**config.mk**
```make
export PLATFORM = sky130hd
export DESIGN_NAME = epoch_seconds_to_utc_date
export DESIGN_NICKNAME = d
export VERILOG_FILES = /design/src/hdl/e2utc_pkg.sv /design/src/hdl/epoch_seconds_to_utc_date.sv
export SDC_FILE = /design/constraint.sdc
export NUM_CORES = 1
export LEC_CHECK = 0
export ABC_AREA = 1
export BUFFER_PORTS_ARGS = -buffer_cell sky130_fd_sc_hd__buf_2
export CORE_MARGIN = 4
export CORE_UTILIZATION = 25
export CTS_CLUSTER_DIAMETER = 50
export DETAILED_ROUTE_END_ITERATION = 10
export GPL_ROUTABILITY_DRIVEN = 0
export PLACE_DENSITY = 0.46
export RECOVER_POWER = 25
export SLEW_MARGIN = 20
export SYNTH_ARGS = -nofsm -noshare
export SYNTH_HDL_FRONTEND = slang
export SYNTH_SLANG_ARGS = --single-unit
```
**constraint.sdc**
```tcl
create_clock -name clk_i -period 5.1 [get_ports clk_i]
set_input_delay 0.765 -clock clk_i [delete_from_list [all_inputs] [get_ports clk_i]]
set_output_delay 0.765 -clock clk_i [all_outputs]
set_load 0.1 [all_outputs]
```
**src/hdl/e2utc_pkg.sv**
```systemverilog
// Shared types, constants and microcode ROM for the epoch-to-UTC date converter.
// No dependencies; imported by epoch_seconds_to_utc_date.
`timescale 1ns / 1ps

package e2utc_pkg;

  localparam int unsigned SecW   = 32;
  localparam int unsigned DaysW  = 16;
  localparam int unsigned YearW  = 8;
  localparam int unsigned YdayW  = 9;
  localparam int unsigned MonW   = 4;
  localparam int unsigned MdayW  = 5;
  localparam int unsigned HourW  = 5;
  localparam int unsigned MinW   = 6;
  localparam int unsigned WdayW  = 3;
  localparam int unsigned PcW    = 4;
  localparam int unsigned CntW   = 4;

  localparam logic [SecW-1:0]  SecPerDay  = 32'd86400;
  localparam logic [SecW-1:0]  SecPerHour = 32'd3600;
  localparam logic [SecW-1:0]  SecPerMin  = 32'd60;
  localparam logic [YearW-1:0] FirstYear  = 8'd70;    // 1970 - 1900
  localparam logic [YearW-1:0] Year2100   = 8'd200;
  localparam logic [MonW-1:0]  LastMonth  = 4'd11;
  localparam logic [WdayW-1:0] DaysPerWk  = 3'd7;

  typedef enum logic [3:0] {
    OP_LOAD,
    OP_DSTEP,
    OP_SAVE_DAYS,
    OP_SAVE_HOUR,
    OP_SAVE_MIN,
    OP_YSTEP,
    OP_SAVE_YDAY,
    OP_MSTEP,
    OP_DONE
  } op_e;

  typedef enum logic [1:0] {
    DIV_DAY,
    DIV_HOUR,
    DIV_MIN
  } dsel_e;

  typedef enum logic [1:0] {
    CNT_HOLD,
    CNT_LOAD,
    CNT_DEC
  } cnt_e;

  typedef enum logic [2:0] {
    C_NEXT,
    C_ALWAYS,
    C_IDLE,
    C_CNT_NZ,
    C_YGE,
    C_MGE
  } cond_e;

  typedef struct packed {
    op_e             op;
    dsel_e           dsel;
    cnt_e            cnt;
    logic [CntW-1:0] cnt_val;
    cond_e           cond;
    logic [PcW-1:0]  target;
  } uword_t;

  localparam logic [PcW-1:0] PcIdle = 4'd0;
  localparam logic [PcW-1:0] PcDay  = 4'd1;
  localparam logic [PcW-1:0] PcHour = 4'd3;
  localparam logic [PcW-1:0] PcMin  = 4'd5;
  localparam logic [PcW-1:0] PcYear = 4'd7;
  localparam logic [PcW-1:0] PcMon  = 4'd9;

  function automatic uword_t ucode(input logic [PcW-1:0] pc);
    uword_t w;
    w = '{OP_LOAD, DIV_DAY, CNT_HOLD, '0, C_ALWAYS, PcIdle};
    case (pc)
      4'd0:  w = '{OP_LOAD,      DIV_DAY,  CNT_LOAD, 4'd15, C_IDLE,   PcIdle};
      4'd1:  w = '{OP_DSTEP,     DIV_DAY,  CNT_DEC,  4'd0,  C_CNT_NZ, PcDay};
      4'd2:  w = '{OP_SAVE_DAYS, DIV_DAY,  CNT_LOAD, 4'd4,  C_NEXT,   PcIdle};
      4'd3:  w = '{OP_DSTEP,     DIV_HOUR, CNT_DEC,  4'd0,  C_CNT_NZ, PcHour};
      4'd4:  w = '{OP_SAVE_HOUR, DIV_DAY,  CNT_LOAD, 4'd5,  C_NEXT,   PcIdle};
      4'd5:  w = '{OP_DSTEP,     DIV_MIN,  CNT_DEC,  4'd0,  C_CNT_NZ, PcMin};
      4'd6:  w = '{OP_SAVE_MIN,  DIV_DAY,  CNT_HOLD, 4'd0,  C_NEXT,   PcIdle};
      4'd7:  w = '{OP_YSTEP,     DIV_DAY,  CNT_HOLD, 4'd0,  C_YGE,    PcYear};
      4'd8:  w = '{OP_SAVE_YDAY, DIV_DAY,  CNT_HOLD, 4'd0,  C_NEXT,   PcIdle};
      4'd9:  w = '{OP_MSTEP,     DIV_DAY,  CNT_HOLD, 4'd0,  C_MGE,    PcMon};
      4'd10: w = '{OP_DONE,      DIV_DAY,  CNT_HOLD, 4'd0,  C_ALWAYS, PcIdle};
      default: w = '{OP_LOAD,    DIV_DAY,  CNT_HOLD, 4'd0,  C_ALWAYS, PcIdle};
    endcase
    return w;
  endfunction

  // Years since 1900; exact for the whole 8-bit range (1900 and 2100 are not leap).
  function automatic logic is_leap(input logic [YearW-1:0] yq);
    return (yq[1:0] == 2'b00) && (yq != '0) && (yq != Year2100);
  endfunction

  function automatic logic [YdayW-1:0] year_len(input logic [YearW-1:0] yq);
    return is_leap(yq) ? 9'd366 : 9'd365;
  endfunction

  function automatic logic [MdayW-1:0] month_len(input logic [MonW-1:0] m,
                                                 input logic leap);
    logic [MdayW-1:0] d;
    case (m)
      4'd1:                    d = leap ? 5'd29 : 5'd28;
      4'd3, 4'd5, 4'd8, 4'd10: d = 5'd30;
      default:                 d = 5'd31;
    endcase
    return d;
  endfunction

  // (days + 4) mod 7 by octal digit sums, since 8 is 1 mod 7.
  function automatic logic [WdayW-1:0] weekday_of(input logic [DaysW-1:0] days);
    logic [17:0] x;
    logic [5:0]  s1;
    logic [3:0]  s2;
    logic [3:0]  r;
    x  = {2'b00, days} + 18'd4;
    s1 = '0;
    for (int i = 0; i < 6; i++) begin
      s1 = s1 + {3'b000, x[3*i +: 3]};
    end
    s2 = {1'b0, s1[2:0]} + {1'b0, s1[5:3]};
    if (s2 >= 4'd14) begin
      r = s2 - 4'd14;
    end else if (s2 >= {1'b0, DaysPerWk}) begin
      r = s2 - {1'b0, DaysPerWk};
    end else begin
      r = s2;
    end
    return r[WdayW-1:0];
  endfunction

endpackage

```
**src/hdl/epoch_seconds_to_utc_date.sv**
```systemverilog
// Unix epoch seconds to broken-down UTC date, run by a microcoded sequencer.
// Depends on e2utc_pkg (microcode ROM, calendar functions, types).
`timescale 1ns / 1ps

//  channel  | ports                                         | handshake
//  ---------+-----------------------------------------------+-------------------------
//  command  | epoch_seconds_i                               | start && !busy
//  result   | second_o minute_o hour_o weekday_o            | valid_o, one cycle
//           | years_since_1900_o day_of_year_o month_o      |
//           | day_of_month_o                                |
//
//  Time from accepted start to valid_o grows with Y = years past 1970 (0..136)
//  and M = month index (0..11), through the year and month subtraction loops.
//  A new command may be issued in the cycle valid_o is high.
//  rst_ni clears the step counter and strobe; results hold no reset value.
//  The receiver cannot stall; each result is shown exactly once.

module epoch_seconds_to_utc_date (
  input  logic                           clk_i,
  input  logic                           rst_ni,
  input  logic                           start,
  output logic                           busy,
  input  logic [e2utc_pkg::SecW-1:0]     epoch_seconds_i,
  output logic                           valid_o,
  output logic [e2utc_pkg::MinW-1:0]     second_o,
  output logic [e2utc_pkg::MinW-1:0]     minute_o,
  output logic [e2utc_pkg::HourW-1:0]    hour_o,
  output logic [e2utc_pkg::WdayW-1:0]    weekday_o,
  output logic [e2utc_pkg::YearW-1:0]    years_since_1900_o,
  output logic [e2utc_pkg::YdayW-1:0]    day_of_year_o,
  output logic [e2utc_pkg::MonW-1:0]     month_o,
  output logic [e2utc_pkg::MdayW-1:0]    day_of_month_o
);
  import e2utc_pkg::*;

  logic [PcW-1:0]   pc_q, pc_d;
  logic [CntW-1:0]  cnt_q, cnt_d;
  logic             done_q, done_d;
  logic [SecW-1:0]  acc_q;
  logic [DaysW-1:0] quo_q;
  logic [DaysW-1:0] days_q;
  logic [YearW-1:0] year_q;
  logic [MonW-1:0]  mon_q;
  logic [YdayW-1:0] yday_q;
  logic [HourW-1:0] hour_q;
  logic [MinW-1:0]  min_q;
  logic [MinW-1:0]  sec_q;
  logic [WdayW-1:0] wday_q;

  uword_t           uw;
  logic [SecW-1:0]  dvs;
  logic             dge;
  logic             yge;
  logic             mge;
  logic             jump;
  logic [MdayW-1:0] mlen;

  assign uw = ucode(pc_q);

  always_comb begin
    case (uw.dsel)
      DIV_HOUR: dvs = SecPerHour << cnt_q;
      DIV_MIN:  dvs = SecPerMin << cnt_q;
      default:  dvs = SecPerDay << cnt_q;
    endcase
  end

  assign dge  = acc_q >= dvs;
  assign yge  = days_q >= {{(DaysW-YdayW){1'b0}}, year_len(year_q)};
  assign mlen = month_len(mon_q, is_leap(year_q));
  assign mge  = (mon_q < LastMonth) && (days_q >= {{(DaysW-MdayW){1'b0}}, mlen});

  always_comb begin
    case (uw.cond)
      C_ALWAYS: jump = 1'b1;
      C_IDLE:   jump = !start;
      C_CNT_NZ: jump = cnt_q != '0;
      C_YGE:    jump = yge;
      C_MGE:    jump = mge;
      default:  jump = 1'b0;
    endcase
    pc_d = jump ? uw.target : pc_q + 1'b1;

    case (uw.cnt)
      CNT_LOAD: cnt_d = uw.cnt_val;
      CNT_DEC:  cnt_d = cnt_q - 1'b1;
      default:  cnt_d = cnt_q;
    endcase

    done_d = uw.op == OP_DONE;
  end

  always_ff @(posedge clk_i or negedge rst_ni) begin
    if (!rst_ni) begin
      pc_q   <= PcIdle;
      cnt_q  <= '0;
      done_q <= 1'b0;
    end else begin
      pc_q   <= pc_d;
      cnt_q  <= cnt_d;
      done_q <= done_d;
    end
  end

  always_ff @(posedge clk_i) begin
    case (uw.op)
      OP_LOAD: begin
        acc_q <= epoch_seconds_i;
        quo_q <= '0;
      end
      OP_DSTEP: begin
        if (dge) begin
          acc_q <= acc_q - dvs;
        end
        quo_q <= {quo_q[DaysW-2:0], dge};
      end
      OP_SAVE_DAYS: begin
        days_q <= quo_q;
        quo_q  <= '0;
      end
      OP_SAVE_HOUR: begin
        hour_q <= quo_q[HourW-1:0];
        quo_q  <= '0;
      end
      OP_SAVE_MIN: begin
        min_q  <= quo_q[MinW-1:0];
        sec_q  <= acc_q[MinW-1:0];
        wday_q <= weekday_of(days_q);
        year_q <= FirstYear;
      end
      OP_YSTEP: begin
        if (yge) begin
          days_q <= days_q - {{(DaysW-YdayW){1'b0}}, year_len(year_q)};
          year_q <= year_q + 1'b1;
        end
      end
      OP_SAVE_YDAY: begin
        yday_q <= days_q[YdayW-1:0];
        mon_q  <= '0;
      end
      OP_MSTEP: begin
        if (mge) begin
          days_q <= days_q - {{(DaysW-MdayW){1'b0}}, mlen};
          mon_q  <= mon_q + 1'b1;
        end
      end
      default: begin
      end
    endcase
  end

  assign busy               = pc_q != PcIdle;
  assign valid_o            = done_q;
  assign second_o           = sec_q;
  assign minute_o           = min_q;
  assign hour_o             = hour_q;
  assign weekday_o          = wday_q;
  assign years_since_1900_o = year_q;
  assign day_of_year_o      = yday_q;
  assign month_o            = mon_q;
  assign day_of_month_o     = days_q[MdayW-1:0] + 1'b1;

  a_strobe_idle: assert property (@(posedge clk_i) disable iff (!rst_ni)
    valid_o |-> !busy) else $error("result strobe while busy");

  a_strobe_single: assert property (@(posedge clk_i) disable iff (!rst_ni)
    valid_o |=> !valid_o) else $error("result strobe repeated");

  a_start_busy: assert property (@(posedge clk_i) disable iff (!rst_ni)
    (start && !busy) |=> busy) else $error("accepted command did not raise busy");

  a_time_range: assert property (@(posedge clk_i) disable iff (!rst_ni)
    valid_o |-> (hour_o <= 5'd23 && minute_o <= 6'd59 && second_o <= 6'd59))
    else $error("time of day out of range");

  a_date_range: assert property (@(posedge clk_i) disable iff (!rst_ni)
    valid_o |-> (month_o <= LastMonth && day_of_month_o != '0))
    else $error("date out of range");

endmodule
```
Word-level counts from Yosys, hierarchy flattened
Memory sizes are Yosys's and may differ from the RTL's.
Cells that the tools add are included.
{"block": "word_totals", "ff_bits": 114, "mem_bits_ro": 304, "in_bits": 35, "wordCells": 106, "n_memories": 1}
{"block": "op_classes", "add_sub_neg": 17, "magnitude_cmp": 6, "eq_ne": 26, "shifts": 3, "muxes": 19, "n_reduce_logical": 21}
{"name": "(no name shown)", "words": 16, "width": 19, "read_ports": 1, "rd_ports_with_merged_regs": 0, "wr": 0, "line": "e2utc_pkg.sv:79", "source": "case (pc)"}
{"op": "$pmux W32 S2", "count": 2}
{"op": "$pmux W16 S3", "count": 1}
{"op": "$ge A32 B32 Y1", "count": 1}
{"op": "$mux W16", "count": 2}
{"op": "$mux W32", "count": 1}
{"op": "$pmux W16 S2", "count": 1}
{"op": "$shl A12 B4 Y32 const A", "count": 1}
{"op": "$shl A17 B4 Y32 const A", "count": 1}
{"op": "$shl A6 B4 Y32 const A", "count": 1}
{"op": "$sub A32 B32 Y32", "count": 1}
{"op": "$eq A4 B3 Y1 const B", "count": 5}
{"op": "$add A16 B3 Y17 const B", "count": 1}
{"op": "$ge A16 B5 Y1", "count": 1}
{"op": "$ge A16 B9 Y1", "count": 1}
{"op": "$pmux W4 S2", "count": 2}
{"op": "$pmux W8 S2", "count": 1}
{"op": "$sub A16 B5 Y16", "count": 1}
{"op": "$sub A16 B9 Y16", "count": 1}
{"op": "$eq A4 B2 Y1 const B", "count": 3}
{"op": "$eq A4 B4 Y1 const B", "count": 3}
{"op": "$reduce_bool A2 Y1", "count": 5}
{"op": "$add A3 B3 Y4", "count": 2}
{"op": "$add A4 B1 Y4 const B", "count": 2}
{"op": "$add A8 B1 Y8 const B", "count": 1}
{"op": "other kinds (36)", "count": 51}

Logic depth before layout (Yosys ltp)
Gate-level depths: netlist of the first run.
{"block": "depth", "ltp_word": 10, "ltp_mapped": 26, "mapped_depth_nobuf": 25}

Least setup slack after synthesis of the first run
No wires, ideal clock.
{"block": "synth_path", "path_type": "register to register", "startpoint": "reg days_q[3]", "endpoint": "reg wday_q[0] (netlist: weekday_o[0]) (data pin)", "setup_time_ns": 0.257, "t_arrival_ns": 4.732, "required_time_ns": 4.843, "path_slack_ns": 0.111, "path_stages_with_launch": 20, "path_buffers": 0, "synth_period_minus_slack_ns": 4.989, "cell_sequence": "edfxtp_1 ha_1 nand2_1 inv_1 o21ai_0 fa_1 xor2_1 ha_1 xor2_1 ha_1 ha_1 fa_1 a21oi_1 o21ai_0 xor2_1 fa_1 ha_1 o211ai_1 nand2_1 xor2_1"}
{"block": "synth_via", "elab_chain_cells": 10, "word_cells_on_any_way": 13}
{"element": "start, declared", "line": "epoch_seconds_to_utc_date.sv:41", "source": "logic [DaysW-1:0] days_q;"}
{"element": "start signal, assigned", "line": "epoch_seconds_to_utc_date.sv:118", "source": "days_q <= quo_q;"}
{"element": "start signal, assigned", "line": "epoch_seconds_to_utc_date.sv:133", "source": "days_q <= days_q - {{(DaysW-YdayW){1'b0}}, year_len(year_q)};"}
{"element": "start signal, assigned", "line": "epoch_seconds_to_utc_date.sv:143", "source": "days_q <= days_q - {{(DaysW-MdayW){1'b0}}, mlen};"}
{"element": "$add A16 B3 Y17 *", "line": "e2utc_pkg.sv:122", "source": "x = {2'b00, days} + 18'd4;"}
{"element": "$add A3 B3 Y4", "line": "e2utc_pkg.sv:125", "source": "s1 = s1 + {3'b000, x[3*i +: 3]};"}
{"element": "$add A4 B3 Y5", "line": "e2utc_pkg.sv:125"}
{"element": "$add A5 B3 Y6", "line": "e2utc_pkg.sv:125"}
{"element": "$add A6 B3 Y6", "line": "e2utc_pkg.sv:125"}
{"element": "$add A6 B2 Y6 *", "line": "e2utc_pkg.sv:125"}
{"element": "$add A3 B3 Y4 *", "line": "e2utc_pkg.sv:127", "source": "s2 = {1'b0, s1[2:0]} + {1'b0, s1[5:3]};"}
{"element": "$ge A4 B3 Y1 / $sub A3 B3 Y3 (equally long branches)", "line": "e2utc_pkg.sv:130, e2utc_pkg.sv:131"}
{"element": "$mux W3", "line": "e2utc_pkg.sv:130", "source": "end else if (s2 >= {1'b0, DaysPerWk}) begin"}
{"element": "$mux W3 *", "line": "e2utc_pkg.sv:128", "source": "if (s2 >= 4'd14) begin"}
{"element": "end signal, assigned", "line": "epoch_seconds_to_utc_date.sv:128", "source": "wday_q <= weekday_of(days_q);"}
{"element": "end, declared", "line": "epoch_seconds_to_utc_date.sv:48", "source": "logic [WdayW-1:0] wday_q;"}
Mark *: on every way between the ends. The rest lies on a longest branch, timed or not.
A chain may end at the register's enable or synchronous reset.

Worst setup path in the final report of the first run
{"block": "layout_path", "startpoint": "reg days_q[3]", "endpoint": "reg wday_q[1] (netlist: weekday_o[1]) (data pin)"}
Same word-level chain as after synthesis.

==> reports/metrics.yaml, run 1 <==
status: "finished clean"
syn-num-nets: 1397
drive_gt1_share_pct: 15.7
grt_max_degree: 43
relSlewSlack_pct: 31.8
whs_ps: 294
met1Wirelength_um: 13500
clk_latency_ps: 430
async_flop_share_pct: 7.89
die_h_um: 204
path_depth: 19
vias: 8607
num_io_pins: 83
synth_cells: 1285
via_per_inst: 4.49
start_util_pct: 25.5
htreeDepth: 4
grt_pass1_vias: 8528
top_layer: "met4"
synthMuxAreaShare_pct: 0.104
finalSetupViolCount: 0
crit_top_cell: "fa_1"
clk_pin_slew_ps: 60
synth.area.top_cells: "edfxtp_1 33%, nand2_1 14%, ha_1 8.7%"
ff2ff_path_depth: 19
fmax_ghz: 0.204
cts_num_sinks: 114
dieArea_sq_um: 41800
crit_arrival_ps: 5200
cts.hold.buffers_added: 0
worstPathRequired_ps: 5390
finalHoldViolCount: 0
yosys_warnings: 0
clockBufferDepth: 2
worst_pin_slew_ps: 1020
drt_wl_total_um: 28900
critPathBufInv: 4
wl_met3_um: 1010
slew_viol_final: 0
met2WireLength_um: 14200
startpoint_type: "register"
cts-buffers-inserted: 17
cts_tree: "built"
synth_edf_count: 105
synthAdderAreaFrac_pct: 10.8
antenna_left: 0
ys_seq_elements: 114
fin_crit_sh_pct: 96.3
die_w_um: 204
synth_top_family_by_area: "simple AND/OR/NAND/NOR gates"
yosysTopAreaCellShare_pct: 32.7
antenna_found_initial: 0
yosys.area.top_type: "edfxtp_1"
crit_fanout: 4
synth_xor_xnor_area_share_pct: 3.27
post_drt_wl_per_cell_um: 15.1
drtIter0Drc: 552
path_delay_family: "adder cells"
grt_pass1_wl_um: 46000
core_area_sq_um: 37800
remaining_drc_errors: 0
syn_avg_cell_area_sq_um: 7.51
yosysSeqAreaShare_pct: 35.0
nets: 1504
firstDrtPassIters: 5
yosys.area_share.simple_pct: 30.0
synth_cell_types: 59
antennaDiodeCount: 0
dpl.hpwl_um: 22900
synth_compound_area_share_pct: 11.3
cp_cell_sequence: "ha_4 > buf_4 > nor2_1 > nor2_1 > fa_1 > inv_1 > fa_1 > inv_1 > fa_1 > fa_2 > a21oi_1 > o21ai_1 > xor2_1 > fa_2 > ha_1 > o211ai_1 > buf_4 > o211ai_1 > o21ai_1"
endpoint_kind: "register"
ys.flop_type: "edfxtp_1"
cap_viol_max_count: 0
fin_skew_ps: 8.60
overflow: 0
critPathKind: "register to register"
portBuffers: 82
cpPeakStageDelay_ps: 530
min_period_ps: 4910
hold_class: "primary input to asynchronous set/reset pin"
slowest_stage: "fa_2"
r2r_slack_ps: 190
cts-root-buf: "clkbuf_16"
syn2layout_area_growth_pct: 17.9
syn_area_sq_um: 9650
groute.usage.overall_pct: 13.9
rows: 71
worst register-to-register path: cells and delay by family, from the launching register on:
| family | cells | cell delay, ps |
|---|---|---|
| adder cells (fa/ha/maj) | 7 | 2830 |
| buffers and inverters | 4 | 400 |
| XOR/XNOR | 1 | 240 |
| flip-flops | 1 | 460 |
| AND/OR/NAND/NOR | 2 | 230 |
| AO/OA/AOI/OAI | 5 | 610 |
metal layers:
metal | track usage [%] | vias to the layer above
met4 | 3.21 | 0
met2 | 24.1 | 155
met1 | 18.2 | 3988
met3 | 2.02 | 22
li1 | - | 4442
met5 | 0 | -
logic make-up (layout without fill, tap and decap cells):
group	count (synthesis)	count (layout)
compound gates	175	175
xor+xnor	36	36
fa+ha+maj	77	77
buf+inv	219	339
flops	114	114
mux	1	1
simple gates	663	663
cell type report:
class / count / area [sq um]
clock buffers: 17 / 425
inverters: 193 / 729
flip-flops and latches: 114 / 3380
clock inverters: 15 / 109
fillers: 4173 / 26500
repair buffers: 114 / 667
well taps: 511 / 639
multi-input cells: 952 / 5430
placed cells by master (no fill, tap or decap), types with 5 or more instances in the layout:
master	instances
nand2_1	366
inv_1	178
nor2_1	126
edfxtp_1	105
nand3_1	99
buf_2	81
ha_1	63
o21ai_0	55
a21oi_1	48
buf_4	28
xor2_1	23
clkbuf_16	17
o21ai_1	15
nor3_1	15
inv_2	12
xnor2_1	12
nand4_1	9
dfrtp_1	9
o211ai_2	8
fa_1	8
nand3_2	7
nand3b_1	7
o21ai_2	7
nand2_4	6
o211ai_1	6
or2_2	6
nand2_2	5
clkinvlp_4	5
state kept, by name (all words and copies together), names as in the netlist:
name and cells:
acc_q 32, days_q 16, quo_q 16, day_of_year_o 9, years_since_1900_o 8, minute_o 6, second_o 6, hour_o 5
cnt_q 4, month_o 4, pc_q 4, weekday_o 3, valid_o 1
cells in the mapped netlist (all sizes together) (2+ instances only):
master,count
a21boi,4
a21o,3
a21oi,51
a22oi,4
a31oi,4
and2,2
buf,17
clkbuf,9
dfrtp,9
edfxtp,105
fa,10
ha,67
inv,192
nand2,377
nand3,107
nand3b,7
nand4,9
nor2,133
nor3,16
nor3b,2
nor4,3
o211ai,14
o21ai,78
o21bai,3
o221ai,3
o22ai,5
or2,7
xnor2,12
xor2,24
final timing paths:
kind | start | end
min in group clk_i | acc_q[1] | second_o[1]
min reg2reg | acc_q[1] | second_o[1]
max reg2reg | days_q[3] | weekday_o[1]
min | rst_ni | cnt_q[3]
max in group asynchronous | rst_ni | pc_q[2]
max | days_q[3] | weekday_o[1]
what timing repair did:
action	4_1_cts	5_1_grt
pin swaps	2	11
setup endpoints to repair	1	3
setup buffers	2	8
gates resized for setup	1	17
through the flow:
stage	area (sq um)	worst slack [ps]	cells	TNS, ps	utilization (%)
floorplan	9650	111	1285	0	-
global placement	10700	84.6	1874	0	28.3
detailed placement	10700	-25.5	1874	-25.5	28.3
CTS	11300	2.06	1908	0	29.8
global route	11400	-27.1	1916	-53.0	30.1
finish	11400	190	1916	0	30.1
Power of run 1 is not shown: default switching activity piles up to over one toggle a cycle in this logic, so the estimate is an artifact.
==> inputs of run 2 (changes only) <==
--- a/config.mk
+++ b/config.mk
@@ -5,14 +5,14 @@
 export SDC_FILE = /design/constraint.sdc
 export NUM_CORES = 1
 export LEC_CHECK = 0
-export ABC_AREA = 1
+export ABC_AREA = 0
 export BUFFER_PORTS_ARGS = -buffer_cell sky130_fd_sc_hd__buf_2
 export CORE_MARGIN = 4
 export CORE_UTILIZATION = 25
 export CTS_CLUSTER_DIAMETER = 50
 export DETAILED_ROUTE_END_ITERATION = 10
 export GPL_ROUTABILITY_DRIVEN = 0
-export PLACE_DENSITY = 0.46
+export PLACE_DENSITY = 0.47
 export RECOVER_POWER = 25
 export SLEW_MARGIN = 20
 export SYNTH_ARGS = -nofsm -noshare
==> reports/metrics.yaml, run 2 <==
cp_cell_sequence: "ha_2 > xor2_1 > fa_1 > inv_1 > fa_1 > inv_1 > fa_1 > fa_2 > a21o_1 > a21oi_1 > xnor2_1 > fa_2 > ha_2 > nand2_1 > nand2_2 > a221oi_2 > a31oi_1"  # was ha_4 > buf_4 > nor2_1 > nor2_1 > fa_1 > inv_1 > fa_1 > inv_1 > fa_1 > fa_2 > a21oi_1 > o21ai_1 > xor2_1 > fa_2 > ha_1 > o211ai_1 > buf_4 > o211ai_1 > o21ai_1
dieArea_sq_um: 37500  # was 41800 sq um
fin_skew_ps: 12.9  # was 8.60 ps
worstPathRequired_ps: 5280  # was 5390 ps
wl_met3_um: 859  # was 1010 um
finalSetupViolCount: 0  # unchanged
timing.rr.start: "days_q[2]"  # was days_q[3]
drtIter0Drc: 395  # was 552
critPathKind: "register to register"  # unchanged
firstDrtPassIters: 5  # unchanged
yosysSeqAreaShare_pct: 39.2  # was 35.0%
htreeDepth: 4  # unchanged
dpl.hpwl_um: 18500  # was 22900 um
synth_cells: 924  # was 1285
cap_viol_max_count: 0  # unchanged
rows: 67  # was 71
yosys_warnings: 0  # unchanged
synth_edf_count: 105  # unchanged
fmax_ghz: 0.206  # was 0.204 GHz
post_drt_wl_per_cell_um: 15.9  # was 15.1 um
num_io_pins: 83  # unchanged
reg.largest.list: "acc_q: 32 flops, days_q: 16 flops, quo_q: 16 flops"  # unchanged
syn-num-nets: 1036  # was 1397
r2r_end: "weekday_o[1]"  # unchanged
syn_area_sq_um: 8610  # was 9650 sq um
ys_seq_elements: 114  # unchanged
critPathBufInv: 2  # was 4
antenna_left: 0  # unchanged
endpoint_kind: "register"  # unchanged
r2r_slack_ps: 250  # was 190 ps
cts_num_sinks: 114  # unchanged
grt_pass1_wl_um: 38700  # was 46000 um
clockBufferDepth: 2  # unchanged
hold_class: "primary input to asynchronous set/reset pin"  # unchanged
clk_latency_ps: 430  # about the same
min_period_ps: 4850  # was 4910 ps
overflow: 0  # unchanged
top_layer: "met4"  # unchanged
largest_reg_flops: 32  # unchanged
start_util_pct: 25.5  # about the same
slowest_stage: "fa_1"  # was fa_2
critPathCapture: "weekday_o[1]"  # unchanged
crit_arrival_ps: 5030  # was 5200 ps
die_w_um: 194  # was 204 um
ys.flop_type: "edfxtp_1"  # unchanged
final_common_cell: "nand2_1"  # unchanged
groute.usage.overall_pct: 12.7  # was 13.9%
cpPeakStageDelay_ps: 530  # about the same
finalHoldViolCount: 0  # unchanged
status: "finished clean"  # unchanged
worst_pin_slew_ps: 1180  # was 1020 ps
met1Wirelength_um: 11400  # was 13500 um
synth.area.top_cells: "edfxtp_1 37%, ha_1 9.7%, nand2_1 5.1%"  # was edfxtp_1 33%, nand2_1 14%, ha_1 8.7%
final_cell_mix: "115 x nand2_1, 105 x edfxtp_1, 69 x o21ai_0, 68 x nor2_1, 65 x ha_1"  # was 366 x nand2_1, 178 x inv_1, 126 x nor2_1, 105 x edfxtp_1, 99 x nand3_1
startpoint_type: "register"  # unchanged
core_area_sq_um: 33800  # was 37800 sq um
grt_max_degree: 36  # was 43
path_depth: 17  # was 19
remaining_drc_errors: 0  # unchanged
cts-root-buf: "clkbuf_16"  # unchanged
grt_pass1_vias: 7057  # was 8528
syn_avg_cell_area_sq_um: 9.32  # was 7.51 sq um
via_per_inst: 4.71  # was 4.49
synth_most_common_cell: "nand2_1"  # unchanged
ff2ff_path_depth: 17  # was 19
crit_start: "days_q[2]"  # was days_q[3]
relSlewSlack_pct: 21.9  # was 31.8%
synthTopCellsByCount: "116 x nand2_1, 105 x edfxtp_1, 70 x o21ai_0"  # was 368 x nand2_1, 180 x inv_1, 127 x nor2_1
vias: 7142  # was 8607
portBuffers: 82  # unchanged
fin_crit_sh_pct: 95.2  # was 96.3%
drive_gt1_share_pct: 17.2  # was 15.7%
path_delay_family: "adder cells"  # unchanged
met2WireLength_um: 11500  # was 14200 um
final_core_util_pct: 31.2  # was 30.1%
slew_viol_final: 0  # unchanged
die_h_um: 194  # was 204 um
fill_cells: 3559  # was 4173
clk_pin_slew_ps: 70  # was 60 ps
whs_ps: 287  # was 294 ps
yosys.area.top_type: "edfxtp_1"  # unchanged
seq_area_sq_um: 3380  # unchanged
antenna_found_initial: 0  # unchanged
syn2layout_area_growth_pct: 22.4  # was 17.9%
synth_cell_types: 77  # was 59
cts_tree: "built"  # unchanged
async_flop_share_pct: 7.89  # unchanged
crit_top_cell: "fa_1"  # unchanged
drt_wl_total_um: 24100  # was 28900 um
cts-buffers-inserted: 17  # unchanged
largest_register: "acc_q"  # unchanged
nets: 1166  # was 1504
multiInputGateArea_sq_um: 4950  # was 5430 sq um
antennaDiodeCount: 0  # unchanged
yosysTopAreaCellShare_pct: 36.6  # was 32.7%
crit_fanout: 4  # unchanged
run 2: cell types whose count changed after synthesis, sizes merged, moves of 22 or more:
| cell | change |
|---|---|
| clkbuf | +22 |
| nand3 | -71 |
| nor2 | -65 |
| inv | -153 |
| nand2 | -261 |
| xnor2 | +22 |
run 2: logic make-up (layout without fill, tap and decap cells):
group / count (synthesis) / in the layout / synth area share [%]
and+or+nand+nor: 325 / 325 / 18.0
AOI/OAI and AO/OA: 252 / 252 / 19.3
DFF: 114 / 114 / 39.2
buffers and inverters: 84 / 227 / 3.88
adders and majority gates: 77 / 77 / 12.1
xor gates and xnor gates: 64 / 64 / 6.51
muxes: 8 / 8 / 1.09
run 2: worst reg2reg max path: cells and delay by family (launching register included):
kind | cells | cell delay (ps)
and+or+nand+nor | 2 | 160
xor gates and xnor gates | 2 | 350
buffers and inverters | 2 | 100
AOI/OAI and AO/OA | 4 | 620
DFF | 1 | 420
adders and majority gates | 7 | 2950
run 2: worst min-delay path by stage:
stage	end	cells past startpoint	start	slack, ps
after global routing	cnt_q[1]	1	rst_ni	330
after CTS	cnt_q[1]	1	rst_ni	180
final	cnt_q[1]	1	rst_ni	290
after detailed placement	second_o[1]	0	acc_q[1]	410
after floorplan	second_o[0]	0	acc_q[0]	400
after global placement	second_o[1]	0	acc_q[1]	400
run 2: final cells by class:
class / count / share of cell area, %
clock buffer: 17 / 4.04
clock inverter: 15 / 1.48
inverter: 40 / 1.42
multi-input combinational: 726 / 46.9
sequential: 114 / 32.1
tap: 448 / 5.32
timing repair buffer: 155 / 8.75
run 2: stage by stage:
| stage | instances | setup WS [ps] | cell area (sq um) | setup TNS (ps) |
|---|---|---|---|---|
| after floorplan | 924 | 24.7 | 8620 | 0 |
| after global placement | 1480 | 109 | 9970 | 0 |
| after detailed placement | 1480 | 49.9 | 9970 | 0 |
| after CTS | 1512 | 42.5 | 10600 | 0 |
| after global routing | 1515 | -9.12 | 10500 | -9.12 |
| final | 1515 | 246 | 10500 | 0 |
run 2: layer usage:
metal	vias to the layer above	track usage, %
li1	3639	-
met1	3353	17.1
met2	132	21.1
met3	18	2.43
met4	0	3.28
met5	-	0
run 2: what timing repair did:
item                       in CTS  in global routing
gates resized for setup         0                  9
setup buffers                   0                  3
setup endpoints to repair       0                  3
hold buffers                    0                  0
Power of run 2 is left out for the same reason.
